===== config.mk =====
export PLATFORM = sky130hd
export DESIGN_NAME = sacl_ram
export DESIGN_NICKNAME = d
export VERILOG_FILES = /design/src/rtl/core/set_assoc_cache_lookup_core_defines.svh /design/src/rtl/core/sacl_ram.sv
export SDC_FILE = /design/constraint.sdc
export NUM_CORES = 1
export LEC_CHECK = 0
export ABC_CLOCK_PERIOD_IN_PS = 2400
export BUFFER_PORTS_ARGS = -buffer_cell sky130_fd_sc_hd__buf_2
export CORE_ASPECT_RATIO = 0.7
export CORE_MARGIN = 2
export CORE_UTILIZATION = 60
export CTS_BUF_LIST = sky130_fd_sc_hd__clkbuf_4 sky130_fd_sc_hd__clkbuf_8 sky130_fd_sc_hd__clkbuf_16
export DETAILED_ROUTE_END_ITERATION = 8
export PLACE_DENSITY = 0.74
export SLEW_MARGIN = 20
export SYNTH_ARGS = -nofsm -noshare
export SYNTH_HDL_FRONTEND = slang
export SYNTH_SLANG_ARGS = --single-unit

===== constraint.sdc =====
create_clock -name clk -period 2.4 [get_ports clk]
set_clock_uncertainty 0.05 [all_clocks]
set_input_delay 0.72 -clock clk [delete_from_list [all_inputs] [get_ports clk]]
set_output_delay 0.72 -clock clk [all_outputs]
set_load 0.01 [all_outputs]

===== src/rtl/core/set_assoc_cache_lookup_core_defines.svh =====
// Assertion macros shared by the set-associative cache lookup RTL.
// Included by modules that carry concurrent checks; depends on nothing else.
`ifndef SET_ASSOC_CACHE_LOOKUP_CORE_DEFINES_SVH
`define SET_ASSOC_CACHE_LOOKUP_CORE_DEFINES_SVH

// Same-cycle implication, disabled while reset is high.
`define SACL_ASSERT_SAME(name, clk, rst, ante, cons, msg) \
  name: assert property (@(posedge clk) disable iff (rst) (ante) |-> (cons)) \
    else $error(msg);

// Next-cycle implication, disabled while reset is high.
`define SACL_ASSERT_NEXT(name, clk, rst, ante, cons, msg) \
  name: assert property (@(posedge clk) disable iff (rst) (ante) |=> (cons)) \
    else $error(msg);

`endif


===== src/rtl/core/sacl_ram.sv =====
// Generic single-port-write, single-port-read RAM with a registered read.
// Read data holds its value while no read is issued; no dependencies.
`timescale 1ns / 1ps

module sacl_ram #(
  parameter int WIDTH = 8,
  parameter int DEPTH = 16
) (
  input  logic                                        clk,
  input  logic                                        wr_en,
  input  logic [((DEPTH > 1) ? $clog2(DEPTH) : 1)-1:0] wr_addr,
  input  logic [WIDTH-1:0]                            wr_data,
  input  logic                                        rd_en,
  input  logic [((DEPTH > 1) ? $clog2(DEPTH) : 1)-1:0] rd_addr,
  output logic [WIDTH-1:0]                            rd_data
);

  logic [WIDTH-1:0] mem [DEPTH];

  always_ff @(posedge clk) begin
    if (wr_en) begin
      mem[wr_addr] <= wr_data;
    end
    if (rd_en) begin
      rd_data <= mem[rd_addr];
    end
  end

endmodule

==> results.cfg, run 1 <==
[global_routing]
antenna_found_initial = 0
grt_use_total = 0.224
grt_max_degree = 28
grt_pass1_wl_um = 14200
grt_pass1_vias = 2481
grt-ovfl-total = 0

[clock_tree]
cts_setup_buffers = 0
cts_buffer_depth = 2
htreeDepth = 4
cts.sinks = 136
clock_latency_ns = 0.41
clock-root-buffer = clkbuf_16
cts_tree = done
path_clk_slew_ns = 0.05
numCtsBuffers = 17
ctsHoldBuffers = 0
cts_resized = 0

[run_status]
status = completed

[worst_setup_path]
critPathCaptureType = flip-flop
crit_fanout = 27
cp_slowest_cell = mux4_2
max_stage_delay_ns = 0.57
startpoint_type = input pin
critPathKind = in -> reg
reg2reg_depth = 3
crit_required_ns = 2.51
path_cells = buf_2 -> buf_12 -> mux4_2 -> a22oi_1 -> nand2_1
cp.arrival_ns = 1.99

[placement]
dpl.hpwl_um = 6070
pre_cts_ws_ns = 0.0945
io_buffers = 26
gp_congestion = 0.693

[min_path]
whs_path_depth = 1
hold_class = in -> reg

[synth]
synth_warnings = 0
yosys.area.top_type = edfxtp_1
synthTopCellsByArea = edfxtp_1, mux4_2, mux4_1
seq_area_frac_synth = 0.781
synthCells = 229
synth.avg_cell_area_um2 = 22.8
synth_top_area_frac = 0.781
syn_nets = 248
ys_ff_latch = 136
ys_types = 18
synth.cell_area_um2 = 5230

[floorplanning]
io_pins = 27
dieArea_um2 = 9490
core_um2 = 8440
rows = 28
die_h_um = 82.1
floorplan.initialDensity = 0.619
die_w_um = 116

[timing]
max-slew-margin-rel = 0.720
setup_slack_ns = 0.515
hold_viol = 0
timing.final.crit_share = 0.785
worst_slew_pin_slew_ns = 0.418
rsz0062_at_grt = false
finalSetupTns_ns = 0
setup_viol = 0
slew_viol_final = 0
fin_crit_ns = 1.88
fmax_mhz = 531

[route]
antenna_left = 0
drc = 0
drt_iter0_markers = 342
vias = 2431
wl_um = 9390
first_pass_iters = 4
via_per_inst = 5.86
wl_per_cell_um = 22.6

[power_and_ir_drop]
powerDensity_nw_per_um2 = 835
vdd_ir_drop_max_uv = 694
cellLeakagePower_uw = 0.00208

[layout]
antennaDiodeCount = 0
fin_nets = 306
area_growth_pct = 16.7
layout-drive-gt1-share = 0.315
final_common_cell = edfxtp_1
layout_common_cells = edfxtp_1, buf_2, buf_4, mux4_2, clkbuf_16

[flow_run]
max_cap_viol_count = 0
==> per-layer routing <==
layer | track usage | part of all wire | wire length [um]
met5 | 0 | 0 | 0
met3 | 0.0781 | 0.047 | 439
met2 | 0.343 | 0.48 | 4490
met4 | 0.0723 | 0.0091 | 85
met1 | 0.311 | 0.47 | 4370
==> flip-flops by register name, indices dropped and copies added, names as in the netlist <==
| signal | count |
|---|---|
| rd_data | 8 |
| mem | 128 |
==> layout make-up <==
type                       instances  area, um^2
tap                              120         150
sequential                       136        4080
clock inverter                     7        35.0
timing repair buffer              49         328
fill                             497        2340
clock buffer                      20         448
multi-input combinational         83        1060
==> cells in the mapped netlist (all sizes together) <==
cell,n
and2,1
mux4,32
buf,7
and2b,1
nor3,4
nand3,1
nand3b,2
a22oi,16
nand2,9
nor2b,1
or3b,1
nand2b,2
clkdlybuf4s25,3
edfxtp,136
nor2,13
==> final timing paths <==
check	from	end	slack, ns
max	rd_addr[0]	rd_data[4]	0.52
min	wr_data[1]	mem[1][1]	0.64
max reg2reg	mem[0][4]	rd_data[4]	0.88
min reg2reg	mem[14][7]	rd_data[7]	0.70
==> critical path, delay by kind of cell <==
kind	cells	cell delay, ns
mux	1	0.57
compound gates	1	0.25
buf+inv	2	0.34
simple gates	1	0.08
==> where the power goes <==
part	switching (uW)	internal (uW)	leakage, uW
Clock	852	1300	0.000242
Combinational	137	109	0.000603
Sequential	13.4	2680	0.00124
==> through the flow <==
step | hold WS, ns | std cells | total power [uW] | util | instance area [um^2]
floorplan | 0.655 | 229 | 2880 | - | 5230
global placement | 0.691 | 388 | 2980 | 0.666 | 5620
detailed placement | 0.684 | 388 | 2990 | 0.666 | 5620
CTS | 0.627 | 415 | 5130 | 0.723 | 6100
global route | 0.636 | 415 | 5240 | 0.723 | 6100
finish | 0.638 | 415 | 5090 | 0.723 | 6100
==> logic make-up (layout without fill, tap and decap cells) <==
group | after synthesis | after routing | share of synthesized area
buffers and inverters | 10 | 76 | 0.0165
DFF | 136 | 136 | 0.781
AOI/OAI and AO/OA | 16 | 16 | 0.0230
muxes | 32 | 32 | 0.148
and+or+nand+nor | 35 | 35 | 0.0314
Power figures use the tool's default switching activity.
==> run 2: changes to the inputs <==
--- a/config.mk
+++ b/config.mk
@@ -5,14 +5,15 @@
 export SDC_FILE = /design/constraint.sdc
 export NUM_CORES = 1
 export LEC_CHECK = 0
-export ABC_CLOCK_PERIOD_IN_PS = 2400
+export ABC_AREA = 1
+export ABC_CLOCK_PERIOD_IN_PS = 1600
 export BUFFER_PORTS_ARGS = -buffer_cell sky130_fd_sc_hd__buf_2
 export CORE_ASPECT_RATIO = 0.7
 export CORE_MARGIN = 2
-export CORE_UTILIZATION = 60
+export CORE_UTILIZATION = 55
 export CTS_BUF_LIST = sky130_fd_sc_hd__clkbuf_4 sky130_fd_sc_hd__clkbuf_8 sky130_fd_sc_hd__clkbuf_16
 export DETAILED_ROUTE_END_ITERATION = 8
-export PLACE_DENSITY = 0.74
+export PLACE_DENSITY = 0.71
 export SLEW_MARGIN = 20
 export SYNTH_ARGS = -nofsm -noshare
 export SYNTH_HDL_FRONTEND = slang
==> constraint.sdc (replaced) <==
create_clock -name clk -period 1.6 [get_ports clk]
set_clock_uncertainty 0.05 [all_clocks]
set_input_delay 0.48 -clock clk [delete_from_list [all_inputs] [get_ports clk]]
set_output_delay 0.48 -clock clk [all_outputs]
set_load 0.01 [all_outputs]
==> run 2 against run 1 <==
  * Count of clock-buffer cells in the layout down 3
  * Worst setup slack got worse by 0.45 ns
  * Synthesized area up 12%
  * Global-route usage rose by 3.3 points
  * Design area up 13%
  * Flip-flop and latch count is the same
  * Synthesized cell count is 140% higher
  * Critical path depth shrank 4
  * Power is 66% higher
  * Routed wire length increased by 46%
  * Largest power group unchanged
  * Highest routed layer unchanged
==> results.cfg, run 2 <==
[worst_setup_path]
endpoint = rd_data[2]
crit_fanout = 1
crit_family = flip-flops
crit_start = rd_data[2]
path_cells = buf_2
rr_endpoint = rd_data[7]
critPathBufInv = 1
critPathKind = reg -> out
max_stage_delay_ns = 0.43
cp.arrival_ns = 1.01
reg2reg_depth = 6
startpoint_type = flip-flop
r2r_slack_ns = 0.37
cp.depth = 1
cp_slowest_cell = edfxtp_1
reg2reg_from = mem[5][7]
critPathCaptureType = primary output
crit_required_ns = 1.07

[clock_tree]
cts.sinks = 136
clock-root-buffer = clkbuf_16
htreeDepth = 4
numCtsBuffers = 17
cts_tree = done
cts_resized = 0
path_clk_slew_ns = 0.06
ctsHoldBuffers = 0
cts_setup_buffers = 0
cts_buffer_depth = 2
clock_latency_ns = 0.41

[route]
antenna_left = 0
first_pass_iters = 5
wl_per_cell_um = 18.4
drc = 0
drt_iter0_markers = 603
via_per_inst = 5.40
vias = 4025
wl_um = 13700

[floorplanning]
rows = 31
core_um2 = 10400
die_h_um = 90.3
floorplan.initialDensity = 0.565
io_pins = 27
dieArea_um2 = 11500
die_w_um = 127

[synth]
synth.cell_area_um2 = 5850
synth_edf_count = 136
syn_nets = 570
synthCells = 551
yosys.area.top_type = edfxtp_1
synth_warnings = 0
synth.avg_cell_area_um2 = 10.6
yosysMostFrequentCell = nand2_1
seq_area_frac_synth = 0.698
synth-async-reset-ratio = 0
synthTopCellsByArea = edfxtp_1, nand2_1, nand3_1
ys_ff_latch = 136
ys.flop_type = edfxtp_1
ys_types = 11
synth_top_area_frac = 0.698
synth_common_cells = nand2_1, edfxtp_1, inv_1, nand3_1, nor2_1

[flow_run]
max_cap_viol_count = 0

[layout]
largestRegisters = mem (128), rd_data (8)
finish.utilization = 0.664
final_common_cell = nand2_1
stdcell_count = 745
multi_input_area_um2 = 1210
layout_common_cells = nand2_1, edfxtp_1, inv_1, nand3_1, buf_2
fin_nets = 619
register_area_um2 = 4080
layout-drive-gt1-share = 0.144
largest_register_ffs = 128
area_growth_pct = 17.6
regMostFlops = mem
antennaDiodeCount = 0
fillers = 790

[global_routing]
grt_pass1_wl_um = 21700
grt_max_degree = 44
grt_use_total = 0.257
antenna_found_initial = 0
grt-ovfl-total = 0
grt_pass1_vias = 3927

[placement]
dp.cells = 713
gp_congestion = 0.886
dpl.hpwl_um = 8790
io_buffers = 26
pre_cts_ws_ns = -0.0740

[power_and_ir_drop]
vdd_ir_drop_max_uv = 826
powerDensity_nw_per_um2 = 1230
power_uw = 8460
cellLeakagePower_uw = 0.00299

[timing]
fin_crit_ns = 1.54
setup_viol = 0
worst_slew_pin_slew_ns = 0.407
rsz0062_at_grt = false
setup_slack_ns = 0.0619
timing.final.crit_share = 0.961
fmax_mhz = 650
max-slew-margin-rel = 0.728
slew_viol_final = 0
hold_viol = 0
finalSetupTns_ns = 0

[min_path]
hold_class = in -> reg

[run_status]
status = completed
==> run 2: cell families after synthesis <==
| family | Yosys count | synth area share |
|---|---|---|
| simple gates | 289 | 0.208 |
| buf+inv | 126 | 0.0939 |
| flops | 136 | 0.698 |
==> run 2: report_power, final <==
| part | total, uW | switching [uW] | leakage, uW | internal [uW] |
|---|---|---|---|---|
| clock network | 3890 | 1560 | 0.000282 | 2330 |
| registers | 4040 | 26.7 | 0.00124 | 4010 |
| logic | 529 | 356 | 0.00148 | 173 |
==> run 2: area by class of cell <==
class,instances,share of cell area
Clock inverter,15,0.0242
Tap cell,132,0.0240
Multi-Input combinational cell,289,0.176
Sequential cell,136,0.594
Clock buffer,17,0.0619
Inverter,102,0.0557
Timing Repair Buffer,54,0.0640
==> run 2: routing by layer <==
metal | part of all wire | track usage | vias up
li1 | - | - | 1885
met1 | 0.45 | 0.404 | 1913
met2 | 0.43 | 0.349 | 215
met3 | 0.11 | 0.0764 | 12
met4 | 0.0091 | 0.0751 | 0
met5 | 0 | 0 | -
==> run 2: worst min path at each step <==
| stage | startpoint | end | slack [ns] | depth (start not counted) |
|---|---|---|---|---|
| final | rd_en | rd_data[0] | 0.39 | 1 |
| after global routing | rd_en | rd_data[0] | 0.38 | 1 |
| after CTS | rd_en | rd_data[0] | 0.38 | 1 |
| after detailed placement | mem[13][1] | rd_data[1] | 0.68 | 6 |
| after global placement | mem[12][1] | rd_data[1] | 0.68 | 6 |
| after floorplan | wr_data[0] | mem[0][0] | 0.53 | 0 |
==> run 2: metrics by stage <==
stage | instance area, um^2 | hold WS [ns]
global placement | 6290 | 0.675
CTS | 6880 | 0.383
global route | 6880 | 0.381
detailed placement | 6290 | 0.681
floorplan | 5850 | 0.529
finish | 6880 | 0.392
